--- config.mk ---
export PLATFORM = sky130hd
export DESIGN_NAME = pwm_input_measure_top
export DESIGN_NICKNAME = d
export VERILOG_FILES = /design/src/design/pim_pkg.sv /design/src/design/pwm_input_measure_top.sv /design/src/design/pim_ctrl.sv /design/src/design/pim_dp.sv
export SDC_FILE = /design/constraint.sdc
export NUM_CORES = 1
export LEC_CHECK = 0
export BUFFER_PORTS_ARGS = -buffer_cell sky130_fd_sc_hd__buf_4
export CAP_MARGIN = 10
export CORE_MARGIN = 4
export CORE_UTILIZATION = 50
export DETAILED_ROUTE_END_ITERATION = 16
export PLACE_DENSITY = 0.73
export SYNTH_ARGS = -nofsm -noshare
export SYNTH_HDL_FRONTEND = slang
export SYNTH_SLANG_ARGS = --single-unit
--- constraint.sdc ---
create_clock -name clk -period 9.9 [get_ports clk]
set_input_delay 0.495 -clock clk [delete_from_list [all_inputs] [get_ports clk]]
set_output_delay 0.495 -clock clk [all_outputs]
set_load 0.03 [all_outputs]
--- src/design/pim_pkg.sv ---
// ----------------------------------------------------------------------------
// pim_pkg
// Shared types and constants for the PWM input measurement block.
// ----------------------------------------------------------------------------
package pim_pkg;
	localparam int unsigned RATE_W   = 24;
	localparam int unsigned TOP_W    = 16;
	localparam int unsigned FIELD_W  = 16;
	localparam int unsigned DUTY_W   = 15;
	localparam int unsigned DUTY_MAX = 25600;
	localparam int unsigned DUTY_MUL = 25600;
	localparam int unsigned CFG_IDX_W = 8;

	localparam logic [CFG_IDX_W-1:0] REG_TICK_RATE   = 8'd0;
	localparam logic [CFG_IDX_W-1:0] REG_COUNTER_TOP = 8'd1;

	// datapath commands from the controller
	typedef struct packed {
		logic tick;        // update counters with latched pins
		logic div_start;   // load divider for selected channel
		logic div_step;    // one quotient bit
		logic ch_next;     // advance channel pointer
		logic ch_clear;    // channel pointer to zero
	} pim_cmd_t;

	typedef struct packed {
		logic ch_emit;     // selected channel has a result this tick
		logic ch_last;     // pointer at final channel, or no emitting channel above it
		logic div_done;
		logic more_after;  // another emitting channel above pointer
	} pim_sts_t;
endpackage

--- src/design/pwm_input_measure_top.sv ---
// Per tick: counter update, then for each channel with a result a divider load and
// quotient steps (one quotient bit per cycle, shared by all channels), then the output
// handshake. The next tick is not taken until the last result has been emitted, and
// channels without a result are scanned and skipped; output stalls hold the sequence.
// Reset (arst_n low, asynchronous): counters, levels, captures cleared;
// tick_rate_hz = 1000000, counter_top = 65535.
// ----------------------------------------------------------------------------
// pwm_input_measure_top
// PWM period/duty/frequency capture for several pins, one item per timer tick.
// ----------------------------------------------------------------------------
module pwm_input_measure_top #(
	parameter int unsigned CHANNELS     = 3,
	parameter int unsigned COUNTER_BITS = 16
) (
	input  logic                          clk,
	input  logic                          arst_n,
	input  logic                          in_valid,
	output logic                          in_stall,
	input  logic [CHANNELS-1:0]           pin_levels,
	output logic                          out_valid,
	input  logic                          out_stall,
	output logic [$clog2(CHANNELS+1)-1:0] channel_index,
	output logic [15:0]                   period_ticks,
	output logic [15:0]                   pulse_ticks,
	output logic [14:0]                   duty_percent_q8,
	output logic [23:0]                   frequency_hz,
	output logic                          last_result,
	input  logic                          cfg_valid,
	output logic                          cfg_ready,
	input  logic [7:0]                    cfg_index,
	input  logic [31:0]                   cfg_data
);
	pim_pkg::pim_cmd_t cmd;
	pim_pkg::pim_sts_t sts;
	logic [pim_pkg::RATE_W-1:0] rate_q;
	logic [pim_pkg::TOP_W-1:0]  top_q;

	assign cfg_ready = 1'b1;
	always_ff @(posedge clk or negedge arst_n) begin
		if (!arst_n) begin
			rate_q <= pim_pkg::RATE_W'(1000000);
			top_q  <= pim_pkg::TOP_W'(65535);
		end else if (cfg_valid) begin
			if (cfg_index == pim_pkg::REG_TICK_RATE) rate_q <= cfg_data[23:0];
			else if (cfg_index == pim_pkg::REG_COUNTER_TOP) top_q <= cfg_data[15:0];
		end
	end

	pim_ctrl u_ctrl (
		.clk, .arst_n, .in_valid, .in_stall, .out_valid, .out_stall, .cmd, .sts
	);

	pim_dp #(.CHANNELS(CHANNELS), .COUNTER_BITS(COUNTER_BITS)) u_dp (
		.clk, .arst_n,
		.in_take(in_valid && !in_stall),
		.pin_levels,
		.tick_rate_hz(rate_q),
		.counter_top(top_q),
		.cmd, .sts,
		.channel_index, .period_ticks, .pulse_ticks,
		.duty_percent_q8, .frequency_hz, .last_result
	);
endmodule

--- src/design/pim_ctrl.sv ---
// ----------------------------------------------------------------------------
// pim_ctrl
// Sequencer: counter update, then per channel divide and emit.
// ----------------------------------------------------------------------------
module pim_ctrl (
	input  logic              clk,
	input  logic              arst_n,
	input  logic              in_valid,
	output logic              in_stall,
	output logic              out_valid,
	input  logic              out_stall,
	output pim_pkg::pim_cmd_t cmd,
	input  pim_pkg::pim_sts_t sts
);
	typedef enum logic [2:0] {IDLE, UPDATE, SCAN, DIV, EMIT} state_t;
	state_t state_q;

	assign in_stall = (state_q != IDLE);

	always_comb begin
		cmd = '0;
		unique case (state_q)
			IDLE:   cmd.ch_clear = 1'b1;
			UPDATE: cmd.tick = 1'b1;
			SCAN: begin
				if (sts.ch_emit) cmd.div_start = 1'b1;
				else cmd.ch_next = 1'b1;
			end
			DIV:    cmd.div_step = 1'b1;
			EMIT:   cmd.ch_next = !out_stall;
			default: cmd = '0;
		endcase
	end

	always_ff @(posedge clk or negedge arst_n) begin
		if (!arst_n) begin
			state_q   <= IDLE;
			out_valid <= 1'b0;
		end else begin
			unique case (state_q)
				IDLE: if (in_valid) state_q <= UPDATE;
				UPDATE: state_q <= SCAN;
				SCAN: begin
					if (sts.ch_emit) state_q <= DIV;
					else if (sts.ch_last) state_q <= IDLE;
				end
				DIV: if (sts.div_done) begin
					state_q   <= EMIT;
					out_valid <= 1'b1;
				end
				EMIT: if (!out_stall) begin
					out_valid <= 1'b0;
					state_q   <= sts.ch_last ? IDLE : SCAN;
				end
				default: state_q <= IDLE;
			endcase
		end
	end
endmodule

--- src/design/pim_dp.sv ---
// ----------------------------------------------------------------------------
// pim_dp
// Per-channel counters and captures, shared serial divider for
// duty and frequency.
// ----------------------------------------------------------------------------
module pim_dp #(
	parameter int unsigned CHANNELS     = 3,
	parameter int unsigned COUNTER_BITS = 16
) (
	input  logic                               clk,
	input  logic                               arst_n,
	input  logic                               in_take,
	input  logic [CHANNELS-1:0]                pin_levels,
	input  logic [pim_pkg::RATE_W-1:0]         tick_rate_hz,
	input  logic [pim_pkg::TOP_W-1:0]          counter_top,
	input  pim_pkg::pim_cmd_t                  cmd,
	output pim_pkg::pim_sts_t                  sts,
	output logic [$clog2(CHANNELS+1)-1:0]      channel_index,
	output logic [pim_pkg::FIELD_W-1:0]        period_ticks,
	output logic [pim_pkg::FIELD_W-1:0]        pulse_ticks,
	output logic [pim_pkg::DUTY_W-1:0]         duty_percent_q8,
	output logic [pim_pkg::RATE_W-1:0]         frequency_hz,
	output logic                               last_result
);
	localparam int unsigned CH_W  = (CHANNELS > 1) ? $clog2(CHANNELS) : 1;
	localparam int unsigned IDX_W = $clog2(CHANNELS+1);
	localparam int unsigned FW    = pim_pkg::FIELD_W;
	localparam int unsigned DN_W  = FW + 15;  // pulse*25600 < 2^31
	localparam int unsigned SC_W  = $clog2(DN_W+1);

	logic [CHANNELS-1:0]     pins_q;
	logic [COUNTER_BITS-1:0] cnt_q   [CHANNELS];
	logic [CHANNELS-1:0]     prior_q;
	logic [FW-1:0]           pulse_q [CHANNELS];
	logic [FW-1:0]           period_q[CHANNELS];
	logic [CHANNELS-1:0]     emit_q;
	logic [CH_W-1:0]         ch_q;

	logic [DN_W-1:0]  dnum_q;
	logic [DN_W-1:0]  dquo_q;
	logic [FW:0]      drem_q;
	logic [pim_pkg::RATE_W-1:0] fnum_q;
	logic [pim_pkg::RATE_W-1:0] fquo_q;
	logic [FW:0]      frem_q;
	logic [FW-1:0]    div_q;
	logic [SC_W-1:0]  cnt_step_q;

	always_ff @(posedge clk) if (in_take) pins_q <= pin_levels;

	always_ff @(posedge clk or negedge arst_n) begin
		if (!arst_n) begin
			prior_q <= '0;
			emit_q  <= '0;
			for (int n = 0; n < CHANNELS; n++) begin
				cnt_q[n]    <= '0;
				pulse_q[n]  <= '0;
				period_q[n] <= '0;
			end
		end else if (cmd.tick) begin
			for (int n = 0; n < CHANNELS; n++) begin
				logic [COUNTER_BITS-1:0] c;
				logic rise, fall;
				rise = !prior_q[n] && pins_q[n];
				fall = prior_q[n] && !pins_q[n];
				if (cnt_q[n] >= COUNTER_BITS'(counter_top)) c = '0;
				else c = cnt_q[n] + 1'b1;
				emit_q[n]   <= 1'b0;
				if (rise) begin
					period_q[n] <= FW'(c);
					emit_q[n]   <= (FW'(c) != '0);
					c = '0;
				end else if (fall) begin
					pulse_q[n] <= FW'(c);
				end
				cnt_q[n]   <= c;
				prior_q[n] <= pins_q[n];
			end
		end
	end

	always_ff @(posedge clk or negedge arst_n) begin
		if (!arst_n) ch_q <= '0;
		else if (cmd.ch_clear) ch_q <= '0;
		else if (cmd.ch_next && ch_q != CH_W'(CHANNELS-1)) ch_q <= ch_q + 1'b1;
	end

	logic more;
	always_comb begin
		more = 1'b0;
		for (int n = 0; n < CHANNELS; n++)
			if (CH_W'(n) > ch_q && emit_q[n]) more = 1'b1;
	end

	// restoring division, duty and frequency together, one bit per step
	logic [FW:0] dtry, ftry;
	assign dtry = {drem_q[FW-1:0], dnum_q[DN_W-1]};
	assign ftry = {frem_q[FW-1:0], fnum_q[pim_pkg::RATE_W-1]};
	always_ff @(posedge clk or negedge arst_n) begin
		if (!arst_n) cnt_step_q <= '0;
		else if (cmd.div_start) cnt_step_q <= '0;
		else if (cmd.div_step) cnt_step_q <= cnt_step_q + 1'b1;
	end
	always_ff @(posedge clk) begin
		if (cmd.div_start) begin
			div_q  <= period_q[ch_q];
			dnum_q <= DN_W'(pulse_q[ch_q]) * DN_W'(pim_pkg::DUTY_MUL);
			fnum_q <= tick_rate_hz;
			drem_q <= '0;
			frem_q <= '0;
		end else if (cmd.div_step) begin
			dnum_q <= dnum_q << 1;
			if (dtry >= {1'b0, div_q}) begin
				drem_q <= dtry - {1'b0, div_q};
				dquo_q <= {dquo_q[DN_W-2:0], 1'b1};
			end else begin
				drem_q <= dtry;
				dquo_q <= {dquo_q[DN_W-2:0], 1'b0};
			end
			if (cnt_step_q < SC_W'(pim_pkg::RATE_W)) begin
				fnum_q <= fnum_q << 1;
				if (ftry >= {1'b0, div_q}) begin
					frem_q <= ftry - {1'b0, div_q};
					fquo_q <= {fquo_q[pim_pkg::RATE_W-2:0], 1'b1};
				end else begin
					frem_q <= ftry;
					fquo_q <= {fquo_q[pim_pkg::RATE_W-2:0], 1'b0};
				end
			end
		end
	end

	assign sts.ch_emit    = emit_q[ch_q];
	assign sts.ch_last    = (ch_q == CH_W'(CHANNELS-1)) || !more;
	assign sts.div_done   = (cnt_step_q == SC_W'(DN_W-1)) && cmd.div_step;
	assign sts.more_after = more;

	assign channel_index   = IDX_W'(ch_q);
	assign period_ticks    = div_q;
	assign pulse_ticks     = pulse_q[ch_q];
	assign duty_percent_q8 = (dquo_q > DN_W'(pim_pkg::DUTY_MAX)) ?
		pim_pkg::DUTY_W'(pim_pkg::DUTY_MAX) : dquo_q[pim_pkg::DUTY_W-1:0];
	assign frequency_hz    = fquo_q;
	assign last_result     = !sts.more_after;
endmodule

==> impl_metrics.csv, run 1 <==
group,metric,value,unit
run_status,status,"finished, final reports clean",
clocking,clockBufferDepth,3,
sta,max_slew.worst_pin.slew,1.09,ns
sta,min_period,5.31,ns
synthesis,syn_area_per_cell,9.84,um2
clocking,cts_tree,"yes",
die,die_area,0.0430,mm2
finish,multiInputGateArea,0.00976,mm2
clocking,cts_buffers,38,
finish,final_area,0.0224,mm2
sta,setup_viol,0,
grt,grt_pass1_vias,14700,
die,initial_core_util,51.0,%
critical_path,cp_max_fo,33,
synthesis,synth_top_area_cell,"dfrtp_1",
synthesis,synth-main-ff-cell,"dfrtp_1",
power,p_clk_share,27.3,%
clocking,h-tree-depth,2,
clocking,cts_sinks,352,
sta,fin_skew,0.0130,ns
grt,grt_util_all_layers,22.6,%
placement,port_buffers,115,
placement,hpwl,35400,um
drt,viasPerCell,5.79,
synthesis,yosysMostFrequentCell,"nand2_1",
grt,grt_max_degree,73,
synthesis,synth_async_sr_flop_share,57.1,%
synthesis,yosysUniqueCellTypes,74,
grt,grt.overflow.total,0,
synthesis,synth_enable_flop_cells,119,
sta,holdWs,0.116,ns
synthesis,ys_ff_latch,352,
synthesis,yosysSeqAreaShare,46.7,%
critical_path,cp.required,10.21,ns
synthesis,synth.area.top_cells,"dfrtp_1 (22%), edfxtp_1 (18%), ha_1 (8.8%)",
critical_path,r2r_slack,4.59,ns
hold_path,hold_path_class,"input pin to flop",
clocking,post_cts_buffers,0,
synthesis,synth_area,0.0199,mm2
clocking,clkTransAtPathRegs,0.06,ns
drt,drtAntennaViolNets,0,
sta,grt_setup_unrepaired,"no",
power,ir_drop,0.145,mV
synthesis,syn-instance-count,2018,
finish,drive_gt1_share,13.9,%
synthesis,syn_nets,2219,
grt,grt_pass1_wl,79600,um
die,placementRows,72,
die,boundaryPins,125,
sta,slew_violations,0,
critical_path,critPathArrivalTime,5.62,ns
critical_path,critPathKind,"flop to flop",
drt,first_pass_iters,7,
clocking,ctsResizeCount,0,
power,p_sw,1.93,mW
critical_path,endpoint_kind,"flop",
die,fp.dieW,207,um
power,leakage,9.76,nW
sta,hold_viol_final,0,
finish,final_util,57.5,%
sta,slew_headroom,27.1,%
drt,drc,0,
placement,gp_congestion,0.882,
drt,wl_per_cell,18.8,um
synthesis,yosys-top-cells-count,"nand2_1 (344), dfrtp_1 (178), o21ai_0 (169)",
synthesis,synth_top_area_share,22.4,%
finish,n_antenna_cell,0,
placement,post_dp_cell_area,0.0211,mm2
sta,clock.fmax,188,MHz
clocking,ctsRootBufferMaster,"clkbuf_16",
finish,num-fill-cells,3417,
synthesis,yosys_warnings,0,
power,p_sw_share,37.2,%
drt,drt_iter0_drc,1169,
finish,syn2layout_area_growth,12.7,%
critical_path,start_kind,"flop",
finish,seqCellArea,0.00927,mm2
placement,post-place-cells,2567,
power,combPwrFrac,33.5,%
sta,finalCritPeriodShare,53.6,%
die,fp.dieH,207,um
clocking,clkLatencyLatePin,0.56,ns
power,seqPwrFrac,39.2,%
finish,stdcell_count,2639,
drt,vias,15300,
finish,final_nets,2292,
die,fp.coreArea,0.0389,mm2
grt,antenna_found_initial,0,
power,power_density,232,mW/mm2
sta,timing.setup.tns,0,ns
power,internal_power,3.27,mW
run,max_cap_violations,0,
drt,wl,49700,um
[timing repair]
| item | in CTS | in global routing |
|---|---|---|
| hold buffers | 1 | 0 |
| endpoints found under the hold margin | 50 | 0 |
| setup endpoints to repair | 0 | 0 |
[per-stage QoR]
stage | setup slack, ns | power (mW)
final | 4.59 | 5.20
after global routing | 4.23 | 5.52
after CTS | 4.60 | 5.21
after detailed placement | 4.63 | 3.78
after global placement | 4.74 | 3.72
after floorplan | 4.40 | 3.27
[sequential cells by signal (all words and copies together) (netlist names), 16 cells and up]
name	cells
rate_q	24
top_q	16
u_dp.cnt_q	48
u_dp.dnum_q	21
u_dp.dquo_q	31
u_dp.drem_q	16
u_dp.fnum_q	24
u_dp.frem_q	16
u_dp.frequency_hz	24
u_dp.period_q	48
u_dp.period_ticks	16
u_dp.pulse_q	48
[logic make-up (layout without fill, tap and decap cells)]
group           after synthesis  in the layout  share of synthesized area (%)
simple gates                669            669                           15.7
compound gates              448            448                           14.4
flops                       352            352                           46.7
buf+inv                     217            320                           4.33
fa+ha+maj                   153            153                           10.1
mux                          96             96                           5.13
xor+xnor                     82             82                           3.62
other cells                   1              1                         0.0189
[cell type report]
| cell class | count | area share [%] |
|---|---|---|
| Sequential cell | 352 | 41.4 |
| Multi-Input combinational cell | 1449 | 43.6 |
| Tap cell | 518 | 2.90 |
| Clock inverter | 18 | 0.822 |
| Timing Repair Buffer | 136 | 4.63 |
| Clock buffer | 52 | 4.71 |
| Inverter | 114 | 1.91 |
[metal layers]
layer | wire (um) | up-vias | track usage [%]
li1 | - | 7352 | -
met4 | 1620 | 0 | 7.27
met1 | 22000 | 7412 | 31.0
met3 | 2920 | 100 | 4.23
met5 | 0 | - | 0
met2 | 23200 | 415 | 36.5
[power groups by stage]
stage | logic [mW] | clock network (mW) | registers (mW)
finish | 1.74 | 1.42 | 2.04
global route | 1.94 | 1.51 | 2.07
CTS | 1.73 | 1.45 | 2.03
detailed placement | 1.72 | 0 | 2.06
global placement | 1.67 | 0 | 2.05
floorplan | 1.22 | 0 | 2.05
[final timing paths]
kind,startpoint,end,depth (start not counted)
worst max-delay path,u_dp.channel_index[0]$_DFFE_PN0P_,u_dp.dnum_q[30]$_DFFE_PP_,16
worst min-delay path,pin_levels[0],u_dp.pins_q[0]$_DFFE_PP_,1
worst max register to register,u_dp.channel_index[0]$_DFFE_PN0P_,u_dp.dnum_q[30]$_DFFE_PP_,16
worst min register to register,u_dp.dquo_q[27]$_DFFE_PP_,u_dp.dquo_q[28]$_DFFE_PP_,0
max in group asynchronous,arst_n,u_dp.channel_index[1]$_DFFE_PN0P_,4
min in group asynchronous,arst_n,rate_q[2]$_DFFE_PN0P_,2
[cell usage in the layout (no fill, tap or decap), drive strengths merged, types with 9 or more instances in the layout]
cell and n:
mux2 46, o21ai 170, o311ai 12, dfxtp 32, nand4 26, edfxtp 119
nor4 18, nand3 54, nand2b 19, dfrtp 178, and3 13, xor2 37
clkbuf 53, nor3b 9, nor3 22, nor2 89, and2 16, o41ai 9
a32oi 9, nand2 344, inv 115, o31ai 89, xnor2 45, mux2i 50
a21oi 62, nor2b 19, a211oi 11, clkinv 12, fa 13, a21o 12
dfstp 23, ha 140, or2 12, buf 134, o21a 18
[worst max-delay path, stage by stage, from the launching register on]
cell,delay (ns)
dfrtp_1,0.49
buf_4,0.38
nor2b_2,0.20
buf_4,0.35
nand2_1,0.08
o21ai_0,0.26
ha_1,0.37
ha_1,0.31
fa_1,0.46
ha_1,0.38
a211oi_1,0.34
o21ai_0,0.16
o211a_1,0.18
nor4_2,0.22
o32ai_1,0.17
or4_1,0.48
a32o_1,0.22
(Power assumes the default switching activity.)
==> inputs of run 2 (changes only) <==
==> constraint.sdc (replaced) <==
create_clock -name clk -period 4.9 [get_ports clk]
set_input_delay 0.245 -clock clk [delete_from_list [all_inputs] [get_ports clk]]
set_output_delay 0.245 -clock clk [all_outputs]
set_load 0.03 [all_outputs]
==> impl_metrics.csv, run 2 (synthesized netlist as in run 1, its figures left out) <==
group,metric,value,unit
run_status,status,"finished, final reports clean",
sta,hold_viol_final,0,
sta,fin_skew,0.0216,ns
power,ir_drop,0.276,mV
finish,mostFrequentLayoutCell,"nand2_1",
clocking,ctsRootBufferMaster,"clkbuf_16",
hold_path,hold_depth,3,
grt,antenna_found_initial,0,
drt,first_pass_iters,6,
critical_path,critPathKind,"flop to flop",
finish,layout_common_cells,"nand2_1 (344), dfrtp_1 (177), o21ai_0 (162)",
hold_path,min_from,"in_valid",
drt,wl_per_cell,18.9,um
clocking,clkTransAtPathRegs,0.06,ns
placement,pre_cts_ws,0.166,ns
hold_path,hold_path_class,"input pin to flop",
finish,final_nets,2335,
placement,gp_congestion,0.908,
power,finalPower,10.8,mW
finish,syn2layout_area_growth,15.3,%
die,fp.dieW,207,um
die,boundaryPins,125,
sta,min_period,4.68,ns
critical_path,endpoint_kind,"flop",
sta,finalCritPeriodShare,95.6,%
finish,reg_top3,"u_dp.cnt_q x48, u_dp.period_q x48, u_dp.pulse_q x48",
placement,post_dp_cell_area,0.0212,mm2
critical_path,cp.required,5.20,ns
critical_path,critPathArrivalTime,4.99,ns
die,placementRows,72,
clocking,clkLatencyLatePin,0.56,ns
critical_path,r2r-start,"u_dp.channel_index[1]$_DFFE_PN0P_",
drt,vias,15600,
clocking,cts_sinks,352,
grt,grt.overflow.total,0,
finish,n_antenna_cell,0,
drt,viasPerCell,5.82,
finish,drive_gt1_share,14.8,%
critical_path,r2r_end,"u_dp.dnum_q[30]$_DFFE_PP_",
hold_path,min_to,"u_ctrl.state_q[0]$_DFFE_PN0P_",
grt,grt_pass1_wl,82100,um
critical_path,critPathLaunch,"u_dp.channel_index[1]$_DFFE_PN0P_",
critical_path,start_kind,"flop",
run,max_cap_violations,0,
sta,slew_violations,0,
sta,clock.fmax,214,MHz
clocking,cts_tree,"yes",
die,initial_core_util,51.0,%
drt,drtAntennaViolNets,0,
power,power_density,470,mW/mm2
critical_path,r2r_slack,0.22,ns
critical_path,rr_worst_depth,18,
grt,grt_max_degree,102,
clocking,cts_buffers,40,
placement,hpwl,36500,um
finish,num-fill-cells,3279,
placement,port_buffers,115,
sta,max_slew.worst_pin.slew,1.23,ns
die,fp.dieH,207,um
drt,drt_iter0_drc,1328,
finish,seqCellArea,0.00927,mm2
sta,slew_headroom,17.7,%
drt,drc,0,
clocking,h-tree-depth,2,
drt,wl,50800,um
sta,holdWs,0.0916,ns
grt,grt_util_all_layers,23.2,%
clocking,clockBufferDepth,3,
grt,grt_pass1_vias,15400,
placement,post-place-cells,2576,
power,leakage,10.0,nW
finish,final_area,0.0229,mm2
finish,stdcell_count,2684,
die,die_area,0.0430,mm2
finish,multiInputGateArea,0.00980,mm2
die,fp.coreArea,0.0389,mm2
sta,setup_viol,0,
critical_path,cp_max_fo,30,
sta,setup_ws,0.217,ns
-- run 2: report_power, final --
| group | leakage [nW] | internal [mW] | switching (mW) |
|---|---|---|---|
| sequential | 4.07 | 3.74 | 0.368 |
| combinational | 5.29 | 1.24 | 2.37 |
| clock | 0.640 | 1.80 | 1.23 |
| total | 10.0 | 6.78 | 3.97 |
-- run 2: area by class of cell --
class	instances	area share [%]
tap	518	2.83
multi-input combinational	1449	42.8
inverter	114	1.87
timing repair buffer	177	6.26
sequential	352	40.5
clock inverter	14	0.737
clock buffer	60	5.05
-- run 2: worst max path at each step --
| stage | end | cells past startpoint |
|---|---|---|
| 3_3_place_gp | u_dp.dnum_q[29]$_DFFE_PP_ | 17 |
| 6_report | u_dp.dnum_q[30]$_DFFE_PP_ | 18 |
| 5_1_grt | u_dp.dnum_q[30]$_DFFE_PP_ | 17 |
| 2_1_floorplan | u_dp.dnum_q[30]$_DFFE_PP_ | 18 |
| 4_1_cts | u_dp.dnum_q[29]$_DFFE_PP_ | 17 |
| 3_5_place_dp | u_dp.dnum_q[29]$_DFFE_PP_ | 17 |
-- run 2: worst max-delay path: stages, from the launching register on --
cell	delay, ns
dfrtp_2	0.45
clkbuf_2	0.17
nor2b_2	0.20
buf_12	0.21
nand2_1	0.09
o21ai_2	0.12
ha_1	0.29
ha_1	0.28
inv_1	0.05
fa_1	0.50
inv_1	0.05
ha_1	0.25
a211oi_2	0.25
o21ai_0	0.13
o211a_1	0.17
nor4_2	0.31
o32ai_1	0.17
or4_1	0.49
a32o_1	0.23
-- run 2: layer usage --
layer  routed length [um]  GRT usage, %  up-vias
met4                 1840          8.85        0
met5                    0             0        -
met2                24300          38.4      469
li1                     -             -     7448
met3                 2700          3.51      110
met1                22000          31.0     7593
-- run 2: repair_timing --
| action | 4_1_cts | 5_1_grt |
|---|---|---|
| setup buffers | 0 | 4 |
| endpoints found under the hold margin | 133 | 0 |
| setup endpoints to repair | 0 | 3 |
| hold buffers | 29 | 0 |
| resized for setup | 0 | 10 |
-- run 2: per-stage QoR --
| step | setup TNS, ns | utilization (%) |
|---|---|---|
| final | 0 | 58.9 |
| after global routing | -0.0172 | 58.9 |
| after CTS | 0 | 58.7 |
| after detailed placement | 0 | 54.5 |
| after global placement | 0 | 54.5 |
| after floorplan | -0.175 | - |
